[src/gdd_pkg.sv]
// shared types, constants and calendar tables for the day difference core
package gdd_pkg;

    localparam int YEAR_W = 14;
    localparam int MONTH_W = 4;
    localparam int DAY_W = 5;
    localparam int DNUM_W = 22;
    localparam int DIFF_W = 23;

    localparam logic [YEAR_W-1:0] YEAR_MIN = 14'd1;
    localparam logic [YEAR_W-1:0] YEAR_MAX = 14'd9999;
    localparam logic [MONTH_W-1:0] MONTH_JAN = 4'd1;
    localparam logic [MONTH_W-1:0] MONTH_FEB = 4'd2;
    localparam logic [MONTH_W-1:0] MONTH_DEC = 4'd12;

    // floor(x / 100) = (x * RECIP_100) >> RECIP_SHIFT for x below 2**14
    localparam int RECIP_SHIFT = 19;
    localparam int RECIP_W = 13;
    localparam logic [RECIP_W-1:0] RECIP_100 = 13'd5243;
    localparam int PROD_W = YEAR_W + RECIP_W;
    localparam int Q100_W = 8;

    typedef struct packed {
        logic [YEAR_W-1:0]  from_year;
        logic [MONTH_W-1:0] from_month;
        logic [DAY_W-1:0]   from_day;
        logic [YEAR_W-1:0]  to_year;
        logic [MONTH_W-1:0] to_month;
        logic [DAY_W-1:0]   to_day;
    } t_date_req;

    typedef struct packed {
        logic signed [DIFF_W-1:0] day_difference;
        logic                     date_invalid;
    } t_date_rsp;

    typedef struct packed {
        logic [DNUM_W-1:0] number;
        logic              ok;
    } t_day_info;

    function automatic logic [DAY_W-1:0] month_len(input logic [MONTH_W-1:0] m,
                                                   input logic leap);
        logic [DAY_W-1:0] len;
        case (m) inside
            4'd4, 4'd6, 4'd9, 4'd11: len = 5'd30;
            MONTH_FEB:               len = leap ? 5'd29 : 5'd28;
            default:                 len = 5'd31;
        endcase
        return len;
    endfunction

    function automatic logic [8:0] days_before(input logic [MONTH_W-1:0] m);
        logic [8:0] n;
        case (m)
            4'd1:    n = 9'd0;
            4'd2:    n = 9'd31;
            4'd3:    n = 9'd59;
            4'd4:    n = 9'd90;
            4'd5:    n = 9'd120;
            4'd6:    n = 9'd151;
            4'd7:    n = 9'd181;
            4'd8:    n = 9'd212;
            4'd9:    n = 9'd243;
            4'd10:   n = 9'd273;
            4'd11:   n = 9'd304;
            4'd12:   n = 9'd334;
            default: n = 9'd0;
        endcase
        return n;
    endfunction

endpackage

[src/gdd_if.sv]
// valid/ready channel interfaces for date pair requests and day difference results
interface gdd_req_if;
    logic                 valid;
    logic                 ready;
    gdd_pkg::t_date_req   data;
    modport source (output valid, output data, input ready);
    modport sink (input valid, input data, output ready);
endinterface

interface gdd_rsp_if;
    logic                 valid;
    logic                 ready;
    gdd_pkg::t_date_rsp   data;
    modport source (output valid, output data, input ready);
    modport sink (input valid, input data, output ready);
endinterface

[src/gdd_day_number.sv]
// date check and day number counted from 0001-01-01
module gdd_day_number (
    input  logic [gdd_pkg::YEAR_W-1:0]  i_year,
    input  logic [gdd_pkg::MONTH_W-1:0] i_month,
    input  logic [gdd_pkg::DAY_W-1:0]   i_day,
    output gdd_pkg::t_day_info          o_info
);
    logic [gdd_pkg::YEAR_W-1:0]  prev_year;
    logic [gdd_pkg::PROD_W-1:0]  year_prod;
    logic [gdd_pkg::PROD_W-1:0]  prev_prod;
    logic [gdd_pkg::Q100_W-1:0]  year_q100;
    logic [gdd_pkg::Q100_W-1:0]  prev_q100;
    logic [gdd_pkg::YEAR_W:0]    year_cent;
    logic                        is_century;
    logic                        is_leap;
    logic [gdd_pkg::DAY_W-1:0]   len;
    logic                        year_ok;
    logic                        month_ok;
    logic                        day_ok;
    logic [gdd_pkg::DNUM_W-1:0]  base_days;
    logic [gdd_pkg::DNUM_W-1:0]  leap_days;
    logic [gdd_pkg::DNUM_W-1:0]  month_days;

    assign prev_year = i_year - 14'd1;

    assign year_prod = gdd_pkg::PROD_W'(i_year) * gdd_pkg::PROD_W'(gdd_pkg::RECIP_100);
    assign prev_prod = gdd_pkg::PROD_W'(prev_year) * gdd_pkg::PROD_W'(gdd_pkg::RECIP_100);
    assign year_q100 = year_prod[gdd_pkg::RECIP_SHIFT +: gdd_pkg::Q100_W];
    assign prev_q100 = prev_prod[gdd_pkg::RECIP_SHIFT +: gdd_pkg::Q100_W];

    assign year_cent  = (gdd_pkg::YEAR_W+1)'(year_q100) * (gdd_pkg::YEAR_W+1)'(100);
    assign is_century = (year_cent == {1'b0, i_year});
    assign is_leap    = ((i_year[1:0] == 2'd0) && !is_century)
                      || (is_century && (year_q100[1:0] == 2'd0));

    assign len      = gdd_pkg::month_len(i_month, is_leap);
    assign year_ok  = (i_year >= gdd_pkg::YEAR_MIN) && (i_year <= gdd_pkg::YEAR_MAX);
    assign month_ok = (i_month >= gdd_pkg::MONTH_JAN) && (i_month <= gdd_pkg::MONTH_DEC);
    assign day_ok   = (i_day != 5'd0) && (i_day <= len);

    // 365 per year plus the leap days of all earlier years
    assign base_days = gdd_pkg::DNUM_W'(prev_year) * gdd_pkg::DNUM_W'(365);
    assign leap_days = gdd_pkg::DNUM_W'(prev_year[gdd_pkg::YEAR_W-1:2])
                     - gdd_pkg::DNUM_W'(prev_q100)
                     + gdd_pkg::DNUM_W'(prev_q100[gdd_pkg::Q100_W-1:2]);
    assign month_days = gdd_pkg::DNUM_W'(gdd_pkg::days_before(i_month))
                      + gdd_pkg::DNUM_W'((i_month > gdd_pkg::MONTH_FEB) && is_leap)
                      + gdd_pkg::DNUM_W'(i_day);

    assign o_info.number = base_days + leap_days + month_days;
    assign o_info.ok     = year_ok && month_ok && day_ok;

endmodule

[src/gregorian_day_difference_core.sv]
// top level of the gregorian day difference core
//
// i_req carries a start date and a target date (year, month, day each).
// o_rsp carries the signed day count from start to target and a flag that
// is set when either date has a bad year, month or day; the count is then 0.
// A transfer is a rising edge of i_clk with valid and ready both high.
//
// Three register stages: the input register, the day number register and
// the result register. A request passes through them in that order, and
// one request is taken every cycle while the receiver keeps up.
// The day number of each date is found in one pass through a constant
// reciprocal multiply and a month table, so nothing limits the rate.
//
// When o_rsp.ready is low the result register holds; the stages before it
// keep filling until all three are full, and only then i_req.ready drops.
// Synchronous reset empties all stages; the payload registers are not reset.
module gregorian_day_difference_core (
    input  logic          i_clk,
    input  logic          i_rst_n,
    gdd_req_if.sink       i_req,
    gdd_rsp_if.source     o_rsp
);
    gdd_pkg::t_date_req    r_s1;
    logic                  r_s1_valid;
    gdd_pkg::t_day_info    r_from_info;
    gdd_pkg::t_day_info    r_to_info;
    logic                  r_s2_valid;
    gdd_pkg::t_date_rsp    r_out;
    logic                  r_out_valid;

    gdd_pkg::t_day_info    from_info;
    gdd_pkg::t_day_info    to_info;
    gdd_pkg::t_date_rsp    n_out;
    logic                  en_s1;
    logic                  en_s2;
    logic                  en_out;

    assign en_out = !r_out_valid || o_rsp.ready;
    assign en_s2  = !r_s2_valid || en_out;
    assign en_s1  = !r_s1_valid || en_s2;

    assign i_req.ready = en_s1;
    assign o_rsp.valid = r_out_valid;
    assign o_rsp.data  = r_out;

    gdd_day_number u_from (
        .i_year  (r_s1.from_year),
        .i_month (r_s1.from_month),
        .i_day   (r_s1.from_day),
        .o_info  (from_info)
    );

    gdd_day_number u_to (
        .i_year  (r_s1.to_year),
        .i_month (r_s1.to_month),
        .i_day   (r_s1.to_day),
        .o_info  (to_info)
    );

    always_comb begin
        if (r_from_info.ok && r_to_info.ok) begin
            n_out.day_difference = $signed({1'b0, r_to_info.number})
                                 - $signed({1'b0, r_from_info.number});
            n_out.date_invalid   = 1'b0;
        end else begin
            n_out.day_difference = '0;
            n_out.date_invalid   = 1'b1;
        end
    end

    always_ff @(posedge i_clk) begin
        if (!i_rst_n) begin
            r_s1_valid  <= 1'b0;
            r_s2_valid  <= 1'b0;
            r_out_valid <= 1'b0;
        end else begin
            if (en_s1) begin
                r_s1_valid <= i_req.valid;
            end
            if (en_s2) begin
                r_s2_valid <= r_s1_valid;
            end
            if (en_out) begin
                r_out_valid <= r_s2_valid;
            end
        end
    end

    always_ff @(posedge i_clk) begin
        if (en_s1 && i_req.valid) begin
            r_s1 <= i_req.data;
        end
        if (en_s2 && r_s1_valid) begin
            r_from_info <= from_info;
            r_to_info   <= to_info;
        end
        if (en_out && r_s2_valid) begin
            r_out <= n_out;
        end
    end

`ifndef SYNTHESIS
    a_invalid_zero: assert property (@(posedge i_clk) disable iff (!i_rst_n)
        r_out_valid && r_out.date_invalid |-> r_out.day_difference == '0)
        else $error("invalid date with nonzero difference");

    a_equal_dates_zero: assert property (@(posedge i_clk) disable iff (!i_rst_n)
        r_s2_valid && en_out && r_from_info.ok && r_to_info.ok
            && (r_from_info.number == r_to_info.number)
        |=> r_out_valid && r_out.day_difference == '0)
        else $error("equal day numbers gave nonzero difference");

    a_stage_moves: assert property (@(posedge i_clk) disable iff (!i_rst_n)
        r_s1_valid && en_s2 |=> r_s2_valid)
        else $error("item lost between input and day number stage");

    a_reset_empty: assert property (@(posedge i_clk)
        !i_rst_n |=> !r_out_valid && !r_s1_valid && !r_s2_valid)
        else $error("pipeline not empty after reset");
`endif

endmodule

[src/flat_wrapper.sv]
// flat-port wrapper written by rule: the top's interface ports become plain ports
module gregorian_day_difference_core_flat 
  (i_clk, i_rst_n, i_req_valid, i_req_data, i_req_ready, o_rsp_valid, o_rsp_data, o_rsp_ready);
  gdd_req_if i_req_i ();
  gdd_rsp_if o_rsp_i ();
  input  logic i_clk;
  input  logic i_rst_n;
  input wire logic [$bits(i_req_i.valid)-1:0] i_req_valid;
  input wire logic [$bits(i_req_i.data)-1:0] i_req_data;
  output wire logic [$bits(i_req_i.ready)-1:0] i_req_ready;
  output wire logic [$bits(o_rsp_i.valid)-1:0] o_rsp_valid;
  output wire logic [$bits(o_rsp_i.data)-1:0] o_rsp_data;
  input wire logic [$bits(o_rsp_i.ready)-1:0] o_rsp_ready;
  assign i_req_i.valid = i_req_valid;
  assign i_req_i.data = i_req_data;
  assign i_req_ready = i_req_i.ready;
  assign o_rsp_valid = o_rsp_i.valid;
  assign o_rsp_data = o_rsp_i.data;
  assign o_rsp_i.ready = o_rsp_ready;
  gregorian_day_difference_core u_core (.i_clk(i_clk), .i_rst_n(i_rst_n), .i_req(i_req_i), .o_rsp(o_rsp_i));
endmodule
[config.mk]
export PLATFORM = sky130hd
export DESIGN_NAME = gregorian_day_difference_core_flat
export DESIGN_NICKNAME = d
export VERILOG_FILES = /design/src/gdd_pkg.sv /design/src/gdd_if.sv /design/src/gdd_day_number.sv /design/src/gregorian_day_difference_core.sv /design/src/flat_wrapper.sv
export SDC_FILE = /design/constraint.sdc
export NUM_CORES = 1
export LEC_CHECK = 0
export BUFFER_PORTS_ARGS = -buffer_cell sky130_fd_sc_hd__buf_2
export CORE_MARGIN = 2
export CORE_UTILIZATION = 55
export CTS_CLUSTER_DIAMETER = 150
export DETAILED_ROUTE_END_ITERATION = 7
export PLACE_DENSITY = 0.73
export SLEW_MARGIN = 20
export SYNTH_ARGS = -nofsm -noshare
export SYNTH_HDL_FRONTEND = slang
export SYNTH_SLANG_ARGS = --single-unit
[constraint.sdc]
create_clock -name i_clk -period 41.6 [get_ports i_clk]
set_input_delay 8.32 -clock i_clk [delete_from_list [all_inputs] [get_ports i_clk]]
set_output_delay 8.32 -clock i_clk [all_outputs]
set_load 0.05 [all_outputs]
Yosys cells after proc, flatten, opt, wreduce, memory -nomap -nowiden

Memory sizes are Yosys's and may differ from the RTL's. A register that Yosys moved wholly into a read port is not among the register bits.
Index checks and enable logic that the tools add are counted.

Multiplexer cells: 9
Multiply operators: 8
Eq/ne operators: 12
Add/sub/neg operators: 15
Magnitude comparators: 12
Reductions and logical operators: 38

Operators with widths:

| operator                                                      | count |
|---|---|
| multiplier 14 x 13 -> 27 bit, second input constant           | 4 |
| adder 22 x 11 -> 22 bit                                       | 2 |
| adder 22 bit                                                  | 2 |
| multiplier 14 x 9 -> 22 bit, second input constant            | 2 |
| == test 15 x 14 -> 1 bit                                      | 2 |
| adder 13 x 7 -> 14 bit                                        | 2 |
| >= comparator 14 x 1 -> 1 bit, second input constant          | 2 |
| <= comparator 14 bit, second input constant                   | 2 |
| subtractor 14 x 1 -> 14 bit, second input constant            | 2 |
| multiplier 8 x 5 -> 13 bit, second input constant             | 2 |
| subtractor 12 x 8 -> 13 bit                                   | 2 |
| subtractor 22 x 22 -> 23 bit                                  | 1 |
| adder 10 x 5 -> 11 bit                                        | 2 |
| adder 9 x 1 -> 10 bit                                         | 2 |
| logical AND 1 bit                                             | 20 |
| == test 4 x 3 -> 1 bit, second input constant                 | 4 |
| == test 4 bit, second input constant                          | 4 |
| <= comparator 5 bit                                           | 2 |
| 2-to-1 mux 5 bit                                              | 2 |
| nonzero test 5 bit                                            | 2 |
| == test 4 x 2 -> 1 bit, second input constant                 | 2 |
| >= comparator 4 x 1 -> 1 bit, second input constant           | 2 |
| greater-than comparator 4 x 2 -> 1 bit, second input constant | 2 |
| <= comparator 4 bit, second input constant                    | 2 |
| 7 further kinds                                               | 23 |

Memories: 2
Output and inout bits: 26
Register bits: 119
Word-level logic and storage cells: 111
Input bits: 50
ROM bits: 288

Memories:

| name             | depth | bits a word | rd ports | clocked after memory_dff | write ports | RTL line      | text |
|---|---|---|---|---|---|---|---|
| (name not given) | 16    | 9           | 1        | 1                        | 0           | gdd_pkg.sv:55 | `case (m)` |
| (name not given) | 16    | 9           | 1        | 1                        | 0           | gdd_pkg.sv:55 |  |

Logic depth before layout (Yosys ltp)

Gate-level depths: netlist of run 1.

Word-level depth: 12
Gate-level depth with buffers: 64
Depth with buffers taken out: 63

By module

A second synthesis of run 1 with hierarchy kept.

Cells, all modules: 3127
Area total of the unflattened synthesis: 30488.0 µm²

Modules (own cells, without submodules):

| module                         | cells an instance | sequential area each (µm²) | area an instance (µm²) | times used |
|---|---|---|---|---|
| gdd_day_number (u_core.u_from) | 1422              | 0.0                        | 13017.5                | 1 |
| gdd_day_number (u_core.u_to)   | 1369              | 0.0                        | 12519.5                | 1 |
| gregorian_day_difference_core  | 336               | 3543.4                     | 4951.0                 | 1 |

Worst setup path before layout of run 1

No wires, ideal clock.

Path kind: input to output
Start: input o_rsp_ready
End: output i_req_ready
Slack: 24.283 ns
Buffers on the path: 0
Stages on the path: 2
Arrival: 8.997 ns
Path through: nor2b_1 nand3_1

Longest elaborated chain between the ends: 3

RTL lines:

| what             | RTL line                            | text |
|---|---|---|
| start, declared  | flat_wrapper.sv:13                  | `input wire logic [$bits(o_rsp_i.ready)-1:0] o_rsp_ready;` |
| logical OR 1 bit | gregorian_day_difference_core.sv:38 | `assign en_out = !r_out_valid \|\| o_rsp.ready;` |
| logical OR 1 bit | gregorian_day_difference_core.sv:39 | `assign en_s2 = !r_s2_valid \|\| en_out;` |
| logical OR 1 bit | gregorian_day_difference_core.sv:40 | `assign en_s1 = !r_s1_valid \|\| en_s2;` |
| end, declared    | flat_wrapper.sv:10                  | `output wire logic [$bits(i_req_i.ready)-1:0] i_req_ready;` |

Every way passes these cells.

Worst setup path after layout of run 1

Same ends and word-level chain as after synthesis.

==> results of run 1 <==
## per-stage QoR
stage / area [um2] / setup WS (ns)
3_5_place_dp: 32140 / 24.07
5_1_grt: 32760 / 23.95
6_report: 32760 / 24.05
2_1_floorplan: 30710 / 24.28
3_3_place_gp: 32140 / 24.07
4_1_cts: 32760 / 24.06
## kinds of logic (layout without fill, tap and decap cells)
group                    Yosys count  in the layout  synth area share, %
flip-flops                       137            137                12.71
other                              0              1                    0
multiplexers                      22             22               0.7373
AO/OA/AOI/OAI                    408            408                9.504
XOR/XNOR                         214            214                6.493
adder cells (fa/ha/maj)         1056           1056                52.54
buffers and inverters            866            981                10.63
AND/OR/NAND/NOR                  433            433                7.390
## area by class of cell
| cell class | count | share of cell area [%] |
|---|---|---|
| well taps | 748 | 2.857 |
| flip-flops and latches | 137 | 11.92 |
| clock buffers | 17 | 1.299 |
| clock inverters | 15 | 0.5920 |
| multi-input cells | 2133 | 71.93 |
| diodes | 1 | 0.007638 |
| repair buffers | 95 | 1.604 |
| inverters | 854 | 9.800 |
## final timing paths
check             cells after the start  slack [ns]                            from                              to
hold reg to reg                       2        0.52  u_core.r_s1_valid$_SDFFE_PN0N_  u_core.r_s2_valid$_SDFFE_PN0P_
setup reg to reg                     59       26.20       u_core.r_s1[11]$_DFFE_PP_  u_core.r_to_info[22]$_DFFE_PP_
hold / removal                        2        0.52  u_core.r_s1_valid$_SDFFE_PN0N_  u_core.r_s2_valid$_SDFFE_PN0P_
setup / recovery                      4       24.05                     o_rsp_ready                     i_req_ready
## cell usage after synthesis, drive strengths merged, types with 21 or more instances
library cell	count	area share, %
xor2	45	1.3
nor2b	32	0.67
fa	391	25
nor2	93	1.1
edfxtp	116	11
o21ai	81	1.4
nor3	42	0.74
a21o	58	1.4
a21oi	102	1.7
ha	658	27
xnor2	167	5.0
inv	850	10
nand3	37	0.64
dfxtp	21	1.4
nand2	107	1.3
## worst max-delay path: stages
cell and delay (ns):
buf_2 0.10, nor2b_1 0.38, nand3_1 0.18, buf_2 0.24
## layer usage
layer  vias to the layer above  track usage [%]
met5                         -                0
met4                         0            4.856
met3                        67            3.215
met2                       428            37.05
met1                     10120            33.82
li1                      10360                -
==> results.ini, run 1 <==
[run_status]
status = finished, final reports clean

[cells_and_area]
multi_input_area_mm2 = 0.02356
drive_above_1_share_pct = 6.583
final_common_cell = inv_1
final_cells = 4000
ff_latch_area_mm2 = 0.003904
syn2layout_area_growth_pct = 6.664
nets = 4337
fillers = 4672
layout_common_cells = inv_1, ha_1, fa_1, xnor2_1, edfxtp_1
post-route-util_pct = 59.35

[detailed_routing]
dr.max_layer_used = met4
route.met2.wl_um = 28140
wl_per_cell_um = 15.67
routed_via_density = 5.245
first_iter_violations = 1181
drtPass1Iterations = 5
ant_nets = 0
vias = 20980
wirelength_um = 62670
drc = 0
met1_length_um = 30770
met3_length_um = 2763

[sta]
finalMaxSlewViolations = 0
setup_viol = 0
clock_skew_ns = 0.02370
hold_viol = 0
holdWs_ns = 0.5208
layout_min_cycle_time_ns = 17.55
max_slew_margin_pct = 28.85
setup-tns-final_ns = 0
fin_crit_sh_pct = 42.18
rsz0062_at_grt = no
fmax_mhz = 56.99
worstMarginPinSlew_ns = 1.040

[clock_network]
postCtsHoldBufs = 0
cts_root_buf = clkbuf_16
clk_pin_slew_ns = 0.07
tritoncts = yes
cts_sinks = 137
cts-resized-gates = 0
htree_levels = 4
cts_buffers = 17
postCtsSetupBuffers = 0
clockBufferDepth = 2
clkLatencyLatePin_ns = 0.47

[floorplan]
core_mm2 = 0.05520
initial_core_util_pct = 55.64
fp.dieW_um = 240.3
ioPinCount = 76
fp.dieH_um = 240.3
dieArea_mm2 = 0.05775
row_count = 86

[synth]
netlist_area_mm2 = 0.03071
ys_ff_latch = 137
synthesis.yosys.warnings = 0
async_flop_share_pct = 0
synth.distinct_cells = 122
synth_cells = 3136
synth_flop_cell = edfxtp_1
seq_area_frac_synth_pct = 12.71
syn-num-nets = 4235
synth-edff-count = 116
avgSynthCellArea_um2 = 9.794

[hold_path]
worstHoldPathType = register to register

[global_routing]
grt_max_degree = 47
antenna_found_initial = 1
grt_use_total_pct = 23.26
grt_pass1_vias = 21330
grt_pass1_wl_um = 106100
grt_overflow = 0

[worst_setup_path]
end_kind = output pin
startpoint_type = input port
path_class = input port to output pin
critPathArrivalTime_ns = 9.23
crit_path_max_fanout = 5
worstPathRequired_ns = 33.28

[placed_design]
place_congestion = 0.9289
dpl.cell_count = 3967
port_buffers = 75
place_hpwl_um = 54210

[job]
drv_cap = 0

Power of run 1 is not shown: default switching activity piles up to over one toggle a cycle in this logic, so the estimate is an artifact.
==> run 2, diff against run 1 <==
--- a/config.mk
+++ b/config.mk
@@ -5,12 +5,13 @@
 export SDC_FILE = /design/constraint.sdc
 export NUM_CORES = 1
 export LEC_CHECK = 0
+export ABC_AREA = 1
 export BUFFER_PORTS_ARGS = -buffer_cell sky130_fd_sc_hd__buf_2
 export CORE_MARGIN = 2
 export CORE_UTILIZATION = 55
 export CTS_CLUSTER_DIAMETER = 150
 export DETAILED_ROUTE_END_ITERATION = 7
-export PLACE_DENSITY = 0.73
+export PLACE_DENSITY = 0.75
 export SLEW_MARGIN = 20
 export SYNTH_ARGS = -nofsm -noshare
 export SYNTH_HDL_FRONTEND = slang
==> constraint.sdc (replaced) <==
create_clock -name i_clk -period 14.5 [get_ports i_clk]
set_input_delay 2.9 -clock i_clk [delete_from_list [all_inputs] [get_ports i_clk]]
set_output_delay 2.9 -clock i_clk [all_outputs]
set_load 0.05 [all_outputs]
==> results.ini, run 2 <==
[worst_setup_path]
path_class = register to register
end_kind = register
slowest_delay_ns = 0.59  ; +0.21 ns
reg2reg_depth = 62  ; +5.1%
worstPathRequired_ns = 14.71  ; -18.57 ns
crit_path_max_fanout = 9  ; +4
startpoint_type = register
critPathArrivalTime_ns = 13.64  ; +4.41 ns
slowest_stage = fa_1

[sta]
setup_viol = 0  ; unchanged
setup-tns-final_ns = 0  ; unchanged
max_slew_margin_pct = 32.48  ; +3.6 points
layout_min_cycle_time_ns = 13.43
clock_skew_ns = 0.01748  ; -0.006215 ns
finalMaxSlewViolations = 0  ; unchanged
fin_ws_ns = 1.071  ; -22.98 ns
worstMarginPinSlew_ns = 1.013  ; -0.02754 ns
fin_crit_sh_pct = 92.61
hold_viol = 0  ; unchanged
fmax_mhz = 74.47
rsz0062_at_grt = no

[synth]
synth-edff-count = 116  ; unchanged
netlist_area_mm2 = 0.03209  ; +4.5%
ys_ff_latch = 137  ; unchanged
synth_area_leaders = ha_1, fa_1, inv_1
synth_top_area_share_pct = 25.65  ; -1.2 points
synth.most_common_cell = inv_1
avgSynthCellArea_um2 = 8.419  ; -14%
syn-num-nets = 4911  ; +16%
yosys.area.top_type = ha_1
synth.distinct_cells = 53  ; -57%
synth_flop_cell = edfxtp_1
synthTopCellsByCount = inv_1, ha_1, nand2_1
seq_area_frac_synth_pct = 12.16  ; -0.55 points
synthesis.yosys.warnings = 0  ; unchanged
async_flop_share_pct = 0  ; unchanged
synth_cells = 3812  ; +22%

[detailed_routing]
drc = 0  ; unchanged
drtPass1Iterations = 7  ; +2
vias = 24190  ; +15%
wirelength_um = 73530  ; +17%
ant_nets = 0  ; unchanged
first_iter_violations = 1565  ; +33%
wl_per_cell_um = 15.68  ; about the same
routed_via_density = 5.158  ; -1.7%

[clock_network]
tritoncts = yes
htree_levels = 4  ; unchanged
postCtsHoldBufs = 0  ; unchanged
clkLatencyLatePin_ns = 0.46  ; about the same
clockBufferDepth = 2  ; unchanged
postCtsSetupBuffers = 0  ; unchanged
cts_buffers = 17  ; unchanged
clk_pin_slew_ns = 0.06  ; about the same
cts_root_buf = clkbuf_16
cts-resized-gates = 0  ; unchanged
cts_sinks = 137  ; unchanged

[floorplan]
fp.dieH_um = 245.6  ; +2.2%
initial_core_util_pct = 55.63  ; about the same
dieArea_mm2 = 0.06030  ; +4.4%
row_count = 88  ; +2.3%
core_mm2 = 0.05770  ; +4.5%
fp.dieW_um = 245.6  ; +2.2%
ioPinCount = 76  ; unchanged

[global_routing]
antenna_found_initial = 0  ; -1
grt_pass1_vias = 24680  ; +16%
grt_overflow = 0  ; unchanged
grt_use_total_pct = 25.59  ; +2.3 points
grt_max_degree = 47  ; unchanged
grt_pass1_wl_um = 122000  ; +15%

[cells_and_area]
nets = 5011  ; +16%
finalInstanceArea_mm2 = 0.03414  ; +4.2%
final_common_cell = inv_1
drive_above_1_share_pct = 6.522  ; -0.060 points
final_cells = 4690  ; +17%
n_antenna_cell = 0  ; -1
layout_common_cells = inv_1, ha_1, nand2_1, fa_1, a21oi_1
syn2layout_area_growth_pct = 6.390

[run_status]
status = finished, final reports clean

[placed_design]
dpl.cell_count = 4658  ; +17%
place_congestion = 1.000  ; +7.7%
place_hpwl_um = 64930  ; +20%
place_ws_ns = 0.9224  ; -23.14 ns
port_buffers = 75  ; unchanged
dpl-instance-area_mm2 = 0.03349  ; +4.2%

[hold_path]
worstHoldPathType = register to register
whs_path_depth = 2  ; unchanged

[job]
drv_cap = 0  ; unchanged

run 2: cell count changes after synthesis, sizes merged, moves of 37 or more:
cell / delta
a21oi: +76
nor2: +37
a21o: -52
nand2: +569
inv: +241
xnor2: -128
xor2: +61
nand3: +125
run 2: routing by layer:
layer / part of all wire, % / vias to the layer above / track usage [%] / routed length, um
met5: 0 / - / 0 / 0
met4: 2.5 / 0 / 6.791 / 1834
met3: 6.3 / 110 / 4.736 / 4616
met2: 46 / 672 / 41.87 / 33770
met1: 45 / 11430 / 34.84 / 33310
li1: - / 11980 / - / -
run 2: path summary, 6_finish.rpt:
check | slack, ns | endpoint | start
setup / recovery | 1.07 | u_core.r_to_info[22]$_DFFE_PP_ | u_core.r_s1[9]$_DFFE_PP_
hold / removal | 0.51 | u_core.r_s2_valid$_SDFFE_PN0P_ | u_core.r_s1_valid$_SDFFE_PN0N_
setup reg to reg | 1.07 | u_core.r_to_info[22]$_DFFE_PP_ | u_core.r_s1[9]$_DFFE_PP_
hold reg to reg | 0.51 | u_core.r_s2_valid$_SDFFE_PN0P_ | u_core.r_s1_valid$_SDFFE_PN0N_
run 2: through the flow:
stage	hold slack (ns)	util (%)
after floorplan	0.4544	-
after global placement	0.4929	58.04
after detailed placement	0.4969	58.04
after CTS	0.5065	59.15
after global routing	0.5367	59.18
final	0.5070	59.18
run 2: worst max-delay path, delay by kind of cell (launching register included):
kind	cells	cell delay (ns)
AO/OA/AOI/OAI	8	1.75
XOR/XNOR	4	1.04
buffers and inverters	13	0.98
AND/OR/NAND/NOR	22	2.47
adder cells (fa/ha/maj)	15	6.41
flip-flops	1	0.54
run 2: kinds of logic after synthesis:
| kind of cell | count (synthesis) | share of synthesized area (%) |
|---|---|---|
| AO/OA/AOI/OAI | 349 | 6.129 |
| XOR/XNOR | 145 | 4.413 |
| adder cells (fa/ha/maj) | 1049 | 50.04 |
| buffers and inverters | 1094 | 12.80 |
| flip-flops | 137 | 12.16 |
| AND/OR/NAND/NOR | 1038 | 14.45 |
run 2: final cells by class:
cell class / instances / area (um2)
Clock buffer: 17 / 425.4
Timing Repair Buffer: 84 / 442.9
Multi-Input combinational cell: 2581 / 24100
Sequential cell: 137 / 3904
Fill cell: 5145 / 23550
Clock inverter: 15 / 216.5
Inverter: 1091 / 4099
Tap cell: 765 / 957.2
Power of run 2 is left out for the same reason.
==> run 3, diff against run 2 <==
--- a/config.mk
+++ b/config.mk
@@ -8,10 +8,10 @@
 export ABC_AREA = 1
 export BUFFER_PORTS_ARGS = -buffer_cell sky130_fd_sc_hd__buf_2
 export CORE_MARGIN = 2
-export CORE_UTILIZATION = 55
+export CORE_UTILIZATION = 25
 export CTS_CLUSTER_DIAMETER = 150
 export DETAILED_ROUTE_END_ITERATION = 7
-export PLACE_DENSITY = 0.75
+export PLACE_DENSITY = 0.4
 export SLEW_MARGIN = 20
 export SYNTH_ARGS = -nofsm -noshare
 export SYNTH_HDL_FRONTEND = slang
==> constraint.sdc (replaced) <==
create_clock -name i_clk -period 16 [get_ports i_clk]
set_input_delay 3.2 -clock i_clk [delete_from_list [all_inputs] [get_ports i_clk]]
set_output_delay 3.2 -clock i_clk [all_outputs]
set_load 0.05 [all_outputs]
==> results.ini, run 3 (synthesis gave the netlist of run 2 again) <==
[run_status]
status = finished, final reports clean

[job]
drv_cap = 0  ; unchanged

[clock_network]
cts_sinks = 137  ; unchanged
htree_levels = 4  ; unchanged
cts_buffers = 17  ; unchanged
clkLatencyLatePin_ns = 0.49  ; +0.03 ns
cts_root_buf = clkbuf_16
postCtsSetupBuffers = 0  ; unchanged
postCtsHoldBufs = 0  ; unchanged
tritoncts = yes
clockBufferDepth = 2  ; unchanged
cts-resized-gates = 0  ; unchanged
clk_pin_slew_ns = 0.07  ; about the same

[cells_and_area]
fillers = 13930  ; +170%
drive_above_1_share_pct = 6.517  ; about the same
layout_common_cells = inv_1, ha_1, nand2_1, fa_1, a21oi_1
n_antenna_cell = 0  ; unchanged
finalInstanceArea_mm2 = 0.03518  ; +3.0%
syn2layout_area_growth_pct = 9.606
nets = 5014  ; +0.060%
final_common_cell = inv_1

[sta]
max_slew_margin_pct = 28.89  ; -3.6 points
setup-tns-final_ns = 0  ; unchanged
hold_viol = 0  ; unchanged
worstMarginPinSlew_ns = 1.067  ; +0.05392 ns
fin_crit_sh_pct = 89.08  ; -3.5 points
rsz0062_at_grt = no
fmax_mhz = 70.16  ; -5.8%
finalMaxSlewViolations = 0  ; unchanged
layout_min_cycle_time_ns = 14.25  ; +0.8237 ns
clock_skew_ns = 0.01983  ; +0.002349 ns
fin_ws_ns = 1.748  ; +0.6763 ns
setup_viol = 0  ; unchanged

[detailed_routing]
routed_via_density = 4.202  ; -19%
drc = 0  ; unchanged
ant_nets = 0  ; unchanged
wl_per_cell_um = 15.60  ; -0.52%
wirelength_um = 87190  ; +19%
first_iter_violations = 1141  ; -27%
drtPass1Iterations = 5  ; -2
vias = 23490  ; -2.9%

[hold_path]
holdPathEnd = u_core.r_s1_valid$_SDFFE_PN0N_
worstHoldPathType = register to register
hold_start = u_core.r_s1_valid$_SDFFE_PN0N_
whs_path_depth = 2  ; unchanged

[worst_setup_path]
end_kind = register
cp_common_cell = inv_1
path_class = register to register
slowest_stage = xor2_1
worstReg2RegStart = u_core.r_s1[32]$_DFFE_PP_
startpoint_type = register
r2r-end = u_core.r_from_info[21]$_DFFE_PP_
reg2reg_depth = 56  ; -9.7%
critPathArrivalTime_ns = 14.47  ; +0.83 ns
slowest_delay_ns = 0.81  ; +0.22 ns
worstPathRequired_ns = 16.22  ; +1.51 ns
crit_path_max_fanout = 9  ; unchanged
reg2reg_slack_ns = 1.75  ; +0.68 ns

[floorplan]
row_count = 131  ; +49%
dieArea_mm2 = 0.1313  ; +120%
initial_core_util_pct = 25.17  ; -30 points
fp.dieH_um = 362.3  ; +48%
fp.dieW_um = 362.3  ; +48%
core_mm2 = 0.1275  ; +120%
ioPinCount = 76  ; unchanged

[placed_design]
place_ws_ns = 1.757  ; +0.8343 ns
dpl-instance-area_mm2 = 0.03464  ; +3.4%
place_hpwl_um = 77790  ; +20%
place_congestion = 0.8435  ; -16%
port_buffers = 75  ; unchanged

[global_routing]
antenna_found_initial = 2  ; +2
grt_pass1_wl_um = 140300  ; +15%
grt_overflow = 0  ; unchanged
grt_use_total_pct = 13.81  ; -12 points
grt_max_degree = 47  ; unchanged
grt_pass1_vias = 24670  ; -0.020%

[run 3: cell count changes in the layout (fill, tap and decap cells not counted), moves of 3 or more]
cell	previous run	this run
bufinv_16	4	0
clkinv_2	1	5
clkinv_4	5	1
inv_4	1	5
buf_4	9	12
clkbuf_8	0	3
[run 3: critical path: cells and delay by family (launching register included)]
family / cells / cell delay, ns
fa+ha+maj: 13 / 5.51
simple gates: 12 / 1.65
compound gates: 15 / 3.04
buf+inv: 11 / 1.53
xor+xnor: 5 / 1.63
flops: 1 / 0.57
[run 3: worst max-delay path by stage]
stage | startpoint | cells after the start | end
CTS | u_core.r_s1[32]$_DFFE_PP_ | 57 | u_core.r_from_info[21]$_DFFE_PP_
detailed placement | u_core.r_s1[32]$_DFFE_PP_ | 57 | u_core.r_from_info[21]$_DFFE_PP_
finish | u_core.r_s1[32]$_DFFE_PP_ | 56 | u_core.r_from_info[21]$_DFFE_PP_
floorplan | u_core.r_s1[9]$_DFFE_PP_ | 62 | u_core.r_to_info[22]$_DFFE_PP_
global route | u_core.r_s1[32]$_DFFE_PP_ | 57 | u_core.r_from_info[21]$_DFFE_PP_
global placement | u_core.r_s1[32]$_DFFE_PP_ | 56 | u_core.r_from_info[21]$_DFFE_PP_
[run 3: area by class of cell]
type / instances / area, um2 / share of cell area, %
multi-input cells: 2581 / 24090 / 68.49
inverters: 1091 / 4098 / 11.65
flip-flops and latches: 137 / 3904 / 11.10
well taps: 1662 / 2079 / 5.912
clock buffers: 21 / 470.5 / 1.337
repair buffers: 87 / 465.4 / 1.323
clock inverters: 11 / 67.56 / 0.1921
[run 3: metrics by stage]
| step | hold slack, ns | std cells | util (%) |
|---|---|---|---|
| 2_1_floorplan | 0.4544 | 3812 | - |
| 3_3_place_gp | 0.5005 | 5558 | 27.16 |
| 3_5_place_dp | 0.5111 | 5558 | 27.16 |
| 4_1_cts | 0.5233 | 5590 | 27.58 |
| 5_1_grt | 0.5656 | 5590 | 27.58 |
| 6_report | 0.5145 | 5590 | 27.58 |
[run 3: layer usage]
layer  GRT usage, %  up-vias  share of wire, %
li1               -    11970                 -
met5              0        -                 0
met4          2.392        0               1.2
met1          20.17    11200                52
met2          22.06      256                44
met3          1.540       59               2.3
Power of run 3 is left out for the same reason.
